### src/hdl/csq_pkg.sv
// csq_pkg: field widths, request modes and result outcome codes of the semaphore bank
// shared by the channel interfaces and the top level; no dependencies

package csq_pkg;

   // payload field widths
   localparam int MODE_W    = 1;
   localparam int RES_W     = 3;
   localparam int PID_W     = 16;
   localparam int OUTCOME_W = 2;
   localparam int CFG_W     = 4;

   // request modes
   localparam logic [MODE_W-1:0] MODE_WAIT   = 1'b0;
   localparam logic [MODE_W-1:0] MODE_SIGNAL = 1'b1;

   // result outcomes
   localparam logic [OUTCOME_W-1:0] OUT_READY   = 2'd0;
   localparam logic [OUTCOME_W-1:0] OUT_BLOCKED = 2'd1;
   localparam logic [OUTCOME_W-1:0] OUT_EXIT    = 2'd2;
   localparam logic [OUTCOME_W-1:0] OUT_REJECT  = 2'd3;

   // resources_in_use after reset
   localparam logic [CFG_W-1:0] RES_IN_USE_RESET = 4'd8;

endpackage

### src/hdl/csq_if.sv
// csq channel interfaces: request, result and register write channels, valid/ready handshake
// depends on csq_pkg for the payload widths

interface csq_req_if;
   logic                          valid;
   logic                          ready;
   logic [csq_pkg::MODE_W-1:0]    mode;
   logic [csq_pkg::RES_W-1:0]     resource;
   logic [csq_pkg::PID_W-1:0]     pid;

   modport source (output valid, mode, resource, pid, input ready);
   modport sink   (input valid, mode, resource, pid, output ready);
endinterface

interface csq_rsp_if;
   logic                          valid;
   logic                          ready;
   logic [csq_pkg::PID_W-1:0]     out_pid;
   logic [csq_pkg::OUTCOME_W-1:0] outcome;
   logic                          advance_pc;
   logic                          last;

   modport source (output valid, out_pid, outcome, advance_pc, last, input ready);
   modport sink   (input valid, out_pid, outcome, advance_pc, last, output ready);
endinterface

interface csq_csr_if;
   logic                          valid;
   logic                          ready;
   logic [csq_pkg::CFG_W-1:0]     data;

   modport source (output valid, data, input ready);
   modport sink   (input valid, data, output ready);
endinterface

### src/hdl/counting_semaphore_wait_queue.sv
// Counting semaphore bank with one FIFO wait queue per resource. A request is taken in S_IDLE;
// the per-resource record (count, queue head, tail, fill) lives in a state memory with a
// registered read, so S_LOOK reads it, decides and writes it back. A signal that releases a
// waiter also reads the waiter store (S_POP) and then hands out two results, the waiter's and
// then the signaller's. A full result register holds the sequencer until the sink takes the
// waiting transaction. Counts, heads, tails and fills read as zero after reset; no clearing
// pass is needed. resources_in_use is written on the csr channel and takes effect for the
// next request.
// depends on csq_pkg, csq_if (csq_req_if, csq_rsp_if, csq_csr_if) and csq_ram

module counting_semaphore_wait_queue #(
   parameter int NUM_RESOURCES = 8,
   parameter int QUEUE_DEPTH   = 16,
   parameter int COUNT_MAX     = 255
) (
   input  logic       clock,
   input  logic       reset,
   csq_req_if.sink    req_ch,
   csq_rsp_if.source  rsp_ch,
   csq_csr_if.sink    csr_ch
);

   // derived widths
   localparam int RIDX_W  = (NUM_RESOURCES > 1) ? $clog2(NUM_RESOURCES) : 1;
   localparam int PTR_W   = $clog2(QUEUE_DEPTH);
   localparam int FILL_W  = $clog2(QUEUE_DEPTH + 1);
   localparam int CNT_W   = $clog2(COUNT_MAX + 1);
   localparam int REC_W   = CNT_W + 2 * PTR_W + FILL_W;
   localparam int WDEPTH  = NUM_RESOURCES * QUEUE_DEPTH;
   localparam int WADDR_W = $clog2(WDEPTH);

   // sequencer states
   localparam logic [2:0] S_IDLE = 3'd0;
   localparam logic [2:0] S_LOOK = 3'd1;
   localparam logic [2:0] S_OUT  = 3'd2;
   localparam logic [2:0] S_POP  = 3'd3;
   localparam logic [2:0] S_LAST = 3'd4;

   logic [2:0]                     state_ff, state_in;
   logic [csq_pkg::CFG_W-1:0]      in_use_ff;
   logic [csq_pkg::MODE_W-1:0]     mode_ff;
   logic [RIDX_W-1:0]              ridx_ff;
   logic [csq_pkg::PID_W-1:0]      pid_ff;
   logic                           unknown_ff;
   logic [NUM_RESOURCES-1:0]       rec_valid_ff;
   logic [csq_pkg::OUTCOME_W-1:0]  pend_outcome_ff, pend_outcome_in;
   logic                           pend_adv_ff, pend_adv_in;

   logic                           rsp_valid_ff, rsp_valid_in;
   logic [csq_pkg::PID_W-1:0]      rsp_pid_ff, rsp_pid_in;
   logic [csq_pkg::OUTCOME_W-1:0]  rsp_outcome_ff, rsp_outcome_in;
   logic                           rsp_adv_ff, rsp_adv_in;
   logic                           rsp_last_ff, rsp_last_in;

   logic                           req_take;
   logic                           req_unknown;
   logic [RIDX_W-1:0]              req_ridx;
   logic                           out_free;

   logic [REC_W-1:0]               rec_q;
   logic [REC_W-1:0]               rec_cur;
   logic [REC_W-1:0]               rec_new;
   logic                           rec_we;
   logic [CNT_W-1:0]               cnt, cnt_new;
   logic [PTR_W-1:0]               head, head_new, tail, tail_new;
   logic [FILL_W-1:0]              fill, fill_new;

   logic                           wq_we, wq_re;
   logic [WADDR_W-1:0]             wq_waddr, wq_raddr, wq_base;
   logic [csq_pkg::PID_W-1:0]      wq_q;

   logic                           look_pop;
   logic [csq_pkg::OUTCOME_W-1:0]  look_outcome;
   logic                           look_adv;

   // handshakes
   assign csr_ch.ready = 1'b1;
   assign req_ch.ready = (state_ff == S_IDLE);
   assign req_take     = req_ch.valid && req_ch.ready;
   assign out_free     = !rsp_valid_ff || rsp_ch.ready;
   assign req_ridx     = RIDX_W'(req_ch.resource);
   assign req_unknown  = (csq_pkg::CFG_W'(req_ch.resource) >= in_use_ff) ||
                         (int'(req_ch.resource) >= NUM_RESOURCES);

   // per-resource record memory
   csq_ram #(
      .WIDTH (REC_W),
      .DEPTH (NUM_RESOURCES)
   ) u_rec_ram (
      .clock   (clock),
      .wr_en   (rec_we),
      .wr_addr (ridx_ff),
      .wr_data (rec_new),
      .rd_en   (req_take),
      .rd_addr (req_ridx),
      .rd_data (rec_q)
   );

   // waiter store, QUEUE_DEPTH slots per resource
   csq_ram #(
      .WIDTH (csq_pkg::PID_W),
      .DEPTH (WDEPTH)
   ) u_wait_ram (
      .clock   (clock),
      .wr_en   (wq_we),
      .wr_addr (wq_waddr),
      .wr_data (pid_ff),
      .rd_en   (wq_re),
      .rd_addr (wq_raddr),
      .rd_data (wq_q)
   );

   // record fields, never-written entries read as zero
   assign rec_cur = rec_valid_ff[ridx_ff] ? rec_q : '0;
   assign {cnt, head, tail, fill} = rec_cur;
   assign rec_new = {cnt_new, head_new, tail_new, fill_new};
   assign wq_base = WADDR_W'(ridx_ff) * WADDR_W'(QUEUE_DEPTH);
   assign wq_waddr = wq_base + WADDR_W'(tail);
   assign wq_raddr = wq_base + WADDR_W'(head);

   // decide and update the record of the named resource
   always_comb begin
      cnt_new      = cnt;
      head_new     = head;
      tail_new     = tail;
      fill_new     = fill;
      rec_we       = 1'b0;
      wq_we        = 1'b0;
      wq_re        = 1'b0;
      look_pop     = 1'b0;
      look_outcome = csq_pkg::OUT_READY;
      look_adv     = 1'b0;
      if (state_ff == S_LOOK) begin
         priority if (unknown_ff) begin
            look_outcome = csq_pkg::OUT_EXIT;
         end else if (mode_ff == csq_pkg::MODE_WAIT) begin
            priority if (cnt != '0) begin
               cnt_new  = cnt - CNT_W'(1);
               rec_we   = 1'b1;
               look_adv = 1'b1;
            end else if (fill == FILL_W'(QUEUE_DEPTH)) begin
               look_outcome = csq_pkg::OUT_REJECT;
            end else begin
               wq_we        = 1'b1;
               tail_new     = (tail == PTR_W'(QUEUE_DEPTH - 1)) ? '0 : tail + PTR_W'(1);
               fill_new     = fill + FILL_W'(1);
               rec_we       = 1'b1;
               look_outcome = csq_pkg::OUT_BLOCKED;
            end
         end else begin
            priority if (fill != '0) begin
               wq_re    = 1'b1;
               head_new = (head == PTR_W'(QUEUE_DEPTH - 1)) ? '0 : head + PTR_W'(1);
               fill_new = fill - FILL_W'(1);
               rec_we   = 1'b1;
               look_pop = 1'b1;
            end else begin
               if (cnt < CNT_W'(COUNT_MAX)) begin
                  cnt_new = cnt + CNT_W'(1);
               end
               rec_we = 1'b1;
            end
         end
      end
   end

   // sequencer and result register loading
   always_comb begin
      state_in        = state_ff;
      pend_outcome_in = pend_outcome_ff;
      pend_adv_in     = pend_adv_ff;
      rsp_valid_in    = rsp_valid_ff && !rsp_ch.ready;
      rsp_pid_in      = rsp_pid_ff;
      rsp_outcome_in  = rsp_outcome_ff;
      rsp_adv_in      = rsp_adv_ff;
      rsp_last_in     = rsp_last_ff;
      unique case (state_ff)
         S_IDLE: begin
            if (req_take) begin
               state_in = S_LOOK;
            end
         end
         S_LOOK: begin
            pend_outcome_in = look_outcome;
            pend_adv_in     = look_adv;
            priority if (look_pop) begin
               state_in = S_POP;
            end else if (out_free) begin
               rsp_valid_in   = 1'b1;
               rsp_pid_in     = pid_ff;
               rsp_outcome_in = look_outcome;
               rsp_adv_in     = look_adv;
               rsp_last_in    = 1'b1;
               state_in       = S_IDLE;
            end else begin
               state_in = S_OUT;
            end
         end
         S_OUT: begin
            if (out_free) begin
               rsp_valid_in   = 1'b1;
               rsp_pid_in     = pid_ff;
               rsp_outcome_in = pend_outcome_ff;
               rsp_adv_in     = pend_adv_ff;
               rsp_last_in    = 1'b1;
               state_in       = S_IDLE;
            end
         end
         S_POP: begin
            // oldest waiter first, pc advanced
            if (out_free) begin
               rsp_valid_in   = 1'b1;
               rsp_pid_in     = wq_q;
               rsp_outcome_in = csq_pkg::OUT_READY;
               rsp_adv_in     = 1'b1;
               rsp_last_in    = 1'b0;
               state_in       = S_LAST;
            end
         end
         S_LAST: begin
            // then the signaller, no advance
            if (out_free) begin
               rsp_valid_in   = 1'b1;
               rsp_pid_in     = pid_ff;
               rsp_outcome_in = csq_pkg::OUT_READY;
               rsp_adv_in     = 1'b0;
               rsp_last_in    = 1'b1;
               state_in       = S_IDLE;
            end
         end
         default: begin
            state_in = S_IDLE;
         end
      endcase
   end

   // control registers
   always_ff @(posedge clock) begin
      if (reset) begin
         state_ff     <= S_IDLE;
         rsp_valid_ff <= 1'b0;
         in_use_ff    <= csq_pkg::RES_IN_USE_RESET;
         rec_valid_ff <= '0;
      end else begin
         state_ff     <= state_in;
         rsp_valid_ff <= rsp_valid_in;
         if (csr_ch.valid && csr_ch.ready) begin
            in_use_ff <= csr_ch.data;
         end
         if (rec_we) begin
            rec_valid_ff[ridx_ff] <= 1'b1;
         end
      end
   end

   // payload registers
   always_ff @(posedge clock) begin
      if (req_take) begin
         mode_ff    <= req_ch.mode;
         ridx_ff    <= req_ridx;
         pid_ff     <= req_ch.pid;
         unknown_ff <= req_unknown;
      end
      pend_outcome_ff <= pend_outcome_in;
      pend_adv_ff     <= pend_adv_in;
      rsp_pid_ff      <= rsp_pid_in;
      rsp_outcome_ff  <= rsp_outcome_in;
      rsp_adv_ff      <= rsp_adv_in;
      rsp_last_ff     <= rsp_last_in;
   end

   // result channel
   assign rsp_ch.valid      = rsp_valid_ff;
   assign rsp_ch.out_pid    = rsp_pid_ff;
   assign rsp_ch.outcome    = rsp_outcome_ff;
   assign rsp_ch.advance_pc = rsp_adv_ff;
   assign rsp_ch.last       = rsp_last_ff;

endmodule

### src/hdl/csq_ram.sv
// csq_ram: generic simple dual-port ram, one write and one read port, registered read data
// no dependencies

module csq_ram #(
   parameter int WIDTH = 16,
   parameter int DEPTH = 128
) (
   input  logic                                   clock,
   input  logic                                   wr_en,
   input  logic [(DEPTH > 1 ? $clog2(DEPTH) : 1)-1:0] wr_addr,
   input  logic [WIDTH-1:0]                       wr_data,
   input  logic                                   rd_en,
   input  logic [(DEPTH > 1 ? $clog2(DEPTH) : 1)-1:0] rd_addr,
   output logic [WIDTH-1:0]                       rd_data
);

   logic [WIDTH-1:0] mem_ff [DEPTH];
   logic [WIDTH-1:0] rd_data_ff;

   // write port
   always_ff @(posedge clock) begin
      if (wr_en) begin
         mem_ff[wr_addr] <= wr_data;
      end
   end

   // registered read port
   always_ff @(posedge clock) begin
      if (rd_en) begin
         rd_data_ff <= mem_ff[rd_addr];
      end
   end

   assign rd_data = rd_data_ff;

endmodule

### src/flat_wrapper.sv
// flat-port wrapper written by rule: the top's interface ports become plain ports
module counting_semaphore_wait_queue_flat 
#(
   parameter int NUM_RESOURCES = 8,
   parameter int QUEUE_DEPTH   = 16,
   parameter int COUNT_MAX     = 255
)
  (clock, reset, req_ch_valid, req_ch_mode, req_ch_resource, req_ch_pid, req_ch_ready, rsp_ch_valid, rsp_ch_out_pid, rsp_ch_outcome, rsp_ch_advance_pc, rsp_ch_last, rsp_ch_ready, csr_ch_valid, csr_ch_data, csr_ch_ready);
  csq_req_if req_ch_i ();
  csq_rsp_if rsp_ch_i ();
  csq_csr_if csr_ch_i ();
  input  logic clock;
  input  logic reset;
  input wire logic [$bits(req_ch_i.valid)-1:0] req_ch_valid;
  input wire logic [$bits(req_ch_i.mode)-1:0] req_ch_mode;
  input wire logic [$bits(req_ch_i.resource)-1:0] req_ch_resource;
  input wire logic [$bits(req_ch_i.pid)-1:0] req_ch_pid;
  output wire logic [$bits(req_ch_i.ready)-1:0] req_ch_ready;
  output wire logic [$bits(rsp_ch_i.valid)-1:0] rsp_ch_valid;
  output wire logic [$bits(rsp_ch_i.out_pid)-1:0] rsp_ch_out_pid;
  output wire logic [$bits(rsp_ch_i.outcome)-1:0] rsp_ch_outcome;
  output wire logic [$bits(rsp_ch_i.advance_pc)-1:0] rsp_ch_advance_pc;
  output wire logic [$bits(rsp_ch_i.last)-1:0] rsp_ch_last;
  input wire logic [$bits(rsp_ch_i.ready)-1:0] rsp_ch_ready;
  input wire logic [$bits(csr_ch_i.valid)-1:0] csr_ch_valid;
  input wire logic [$bits(csr_ch_i.data)-1:0] csr_ch_data;
  output wire logic [$bits(csr_ch_i.ready)-1:0] csr_ch_ready;
  assign req_ch_i.valid = req_ch_valid;
  assign req_ch_i.mode = req_ch_mode;
  assign req_ch_i.resource = req_ch_resource;
  assign req_ch_i.pid = req_ch_pid;
  assign req_ch_ready = req_ch_i.ready;
  assign rsp_ch_valid = rsp_ch_i.valid;
  assign rsp_ch_out_pid = rsp_ch_i.out_pid;
  assign rsp_ch_outcome = rsp_ch_i.outcome;
  assign rsp_ch_advance_pc = rsp_ch_i.advance_pc;
  assign rsp_ch_last = rsp_ch_i.last;
  assign rsp_ch_i.ready = rsp_ch_ready;
  assign csr_ch_i.valid = csr_ch_valid;
  assign csr_ch_i.data = csr_ch_data;
  assign csr_ch_ready = csr_ch_i.ready;
  counting_semaphore_wait_queue #(.NUM_RESOURCES(NUM_RESOURCES), .QUEUE_DEPTH(QUEUE_DEPTH), .COUNT_MAX(COUNT_MAX)) u_core (.clock(clock), .reset(reset), .req_ch(req_ch_i), .rsp_ch(rsp_ch_i), .csr_ch(csr_ch_i));
endmodule
### config.mk
export PLATFORM = sky130hd
export DESIGN_NAME = counting_semaphore_wait_queue_flat
export DESIGN_NICKNAME = d
export VERILOG_FILES = /design/src/hdl/csq_pkg.sv /design/src/hdl/csq_if.sv /design/src/hdl/counting_semaphore_wait_queue.sv /design/src/hdl/csq_ram.sv /design/src/flat_wrapper.sv
export SDC_FILE = /design/constraint.sdc
export NUM_CORES = 2
export LEC_CHECK = 0
export BUFFER_PORTS_ARGS = -buffer_cell sky130_fd_sc_hd__buf_2
export CAP_MARGIN = 20
export CORE_MARGIN = 5
export CORE_UTILIZATION = 45
export DETAILED_ROUTE_END_ITERATION = 16
export PLACE_DENSITY = 0.56
export SYNTH_ARGS = -nofsm -noshare
export SYNTH_HDL_FRONTEND = slang
export SYNTH_SLANG_ARGS = --single-unit
### constraint.sdc
create_clock -name clock -period 6.02 [get_ports clock]
set_clock_uncertainty 0.15 [all_clocks]
set_input_delay 1.204 -clock clock [delete_from_list [all_inputs] [get_ports clock]]
set_output_delay 1.204 -clock clock [all_outputs]
set_load 0.05 [all_outputs]
==> metrics.txt <==
Initial Utilization=0.451; routability cong.=0.881; mux cell area share after synthesis=0.112; routed len/inst=32.5 µm; max-cap viol count=0; Layout Area Growth over Synthesis=13.3%; Max Root-Sink Buffers=3; Peak VDD IR=0.299 mV; DRT Pass-1 Iters=6; vias in the first global route=49400; clock sink count=2313; Pleak=32.6 nW; synthesis-stage register bit count=2313; via count=51100; largest net degree at the start of global routing=150; Layout Nets=5384; initial antenna violation count=12; post-synth top area share=0.758; cts hold-fix bufs=0; final setup fails=0; Flop pwr share=0.524; unrepaired setup endpoints after global routing=no; top cells by area, synth=edfxtp_1 (76%), mux4_2 (6.9%), mux2_2 (3.1%); Worst Path Required=6.44 ns; Slowest cell on crit path=nor2_1; register area=69300 µm²; startpoint types=flop; Synth warnings=0; status=finished with violations; worst-path cell chain=mux2i_1, o21ai_1, a211o_4, nand2_1, ha_1, o21ai_2, nor4_4, nand2_1, or3_1, nor2_1, buf_4; Fill cells=16200; Critical Path Fanout Max=29; remaining global-route overflow=0; cell with the most instances after synthesis=edfxtp_1; Num CTS Buffers=232; internal power=26.5 mW; Die Width=460 µm; Root Buffer=clkbuf_16; synth cell count leaders=edfxtp_1 (2297), nor2_1 (477), a21oi_1 (286); setup TNS=0 ns; drt drc=0; Worst-Margin Slew=1.22 ns; Post-synth ARST share=0; TritonCTS clock tree=yes; Synth Instances=5135; synthesized area=91000 µm²; Worst path max stage delay=0.82 ns; Via-to-Cell Ratio=6.20; CP dominant cell by count=nand2_1; initial DRC count=6892; critical path endpoint category=flop; post-synthesis xor/xnor area fraction=0.000770; Post-DRT Antenna Nets=1; layout cell share with drive strength beyond 1=0.217; number of enable flip-flop cells after synthesis=2297; Worst-path clk slew=0.06 ns; gr usage total=0.250; largest area contributor in the netlist=edfxtp_1; Logic pwr share=0.062; CTS HTree Levels=4; row count=165; failing checks=antenna violations; Synth Area in Simple Gates=0.0398; main combinational cell family by area after synthesis=multiplexers; later-pin clock latency in the skew report=0.88 ns; critical path arrival=5.79 ns; cts repair resizes=0; Crit Path Class=flop to flop; Port Buffers=50; area of the multi-input gates=20300 µm²; routed wire length=267000 µm; Final Max Slew Viols=0; min-delay worst type=flop to flop; Hold Violations, Final=0; post-synthesis compound-gate area fraction=0.0685; Max transition margin=0.189; first-pass GRT wire length=379000 µm; post-CTS setup buffers=0; syn nets=5174; post-route clock period utilization=0.893; HPWL Detailed=157000 µm; Net Sw Power=7.65 mW; Clk pwr share=0.413; utilization after layout=0.511; sequential share of the synthesized area=0.761; Max Fclk=0.186 GHz; Switching Fraction=0.224; pwr/cell area=331 nW/µm²; adder-cell share of the synthesized area=0.00137; Ports=52; die area=211000 µm²; die span in y=460 µm; Syn Area/Cell=17.7 µm²; Core Area=202000 µm²; most common flop cell mapped by yosys=edfxtp_1; Tmin final=5.37 ns; Netlist cell types=77
==> placed cells by master (no fill, tap or decap), drive strengths merged, types with 10 or more instances in the layout <==
master,n
o22ai,53
nor4,32
inv,34
and3,16
o21ai,261
mux2i,106
a221oi,153
a211oi,23
mux4,279
a222oi,12
diode,11
nand4,23
a31oi,45
nor2b,18
nor3,58
o32ai,15
a22oi,17
o221ai,20
a2bb2oi,23
ha,10
clkbuf,289
and2,19
nand3,15
nand2,115
mux2,252
o211ai,11
clkinv,121
a21oi,286
nand2b,14
bufinv,20
o21bai,15
dfxtp,16
nor2,477
buf,313
edfxtp,2297
==> logic make-up (layout without fill, tap and decap cells) <==
group	count (synthesis)	after routing
compound gates	980	980
xor+xnor	8	8
fa+ha+maj	10	10
buf+inv	366	781
flops	2313	2313
mux	637	637
other cells	1	12
simple gates	820	820
==> registers in the layout, summed over array words and instances (netlist names), 4 cells and up <==
register / flops
u_core.u_wait_ram.mem_ff: 2048
u_core.u_wait_ram.rd_data: 16
u_core.u_rec_ram.mem_ff: 168
u_core.in_use_ff: 4
u_core.u_rec_ram.rd_data: 21
u_core.pid_ff: 16
u_core.rsp_ch.out_pid: 16
u_core.rec_valid_ff: 8
==> worst max-delay path: cells and delay by family (launching register included) <==
kind / cells / cell delay (ns)
AO/OA/AOI/OAI: 3 / 0.92
adder cells (fa/ha/maj): 1 / 0.25
buffers and inverters: 1 / 0.32
flip-flops: 1 / 0.63
multiplexers: 1 / 0.30
AND/OR/NAND/NOR: 5 / 2.48
==> final timing paths <==
check	start	to	slack, ns	cells past startpoint
setup / recovery	u_core.ridx_ff[1]	u_core.u_wait_ram.mem_ff[21][2]	0.65	11
hold / removal	u_core.rec_valid_ff[3]	u_core.rec_valid_ff[3]	0.33	2
setup reg to reg	u_core.ridx_ff[1]	u_core.u_wait_ram.mem_ff[21][2]	0.65	11
hold reg to reg	u_core.rec_valid_ff[3]	u_core.rec_valid_ff[3]	0.33	2
==> final cells by class <==
type                       count  share of cell area
inverter                      28             0.00102
clock inverter               151              0.0130
clock buffer                 288              0.0589
antenna                       11            0.000267
tap                         2672              0.0324
sequential                  2313               0.672
multi-input combinational   2456               0.197
timing repair buffer         314              0.0253
==> metrics by stage <==
stage	setup slack (ns)	power, mW	area [µm²]	hold WS (ns)	std cells
floorplan	0.978	19.5	91000	0.286	5135
global placement	0.824	20.4	95700	0.307	7781
detailed placement	0.682	20.4	95700	0.322	7782
CTS	0.658	34.4	103000	0.289	8221
global route	0.298	35.2	103000	0.324	8222
finish	0.646	34.2	103000	0.333	8233
==> per-layer routing <==
metal  share of wire  track usage
met1            0.42        0.364
met2            0.46        0.384
met3           0.089       0.0467
met4           0.035       0.0838
met5         0.00010            0
==> power groups by stage <==
stage / clock [mW] / combinational [mW] / sequential [mW]
floorplan: 0 / 1.05 / 18.4
global placement: 0 / 2.13 / 18.2
detailed placement: 0 / 2.14 / 18.2
CTS: 14.3 / 2.14 / 17.9
global route: 15.0 / 2.22 / 17.9
finish: 14.1 / 2.13 / 17.9
Power figures use the tool's default switching activity.
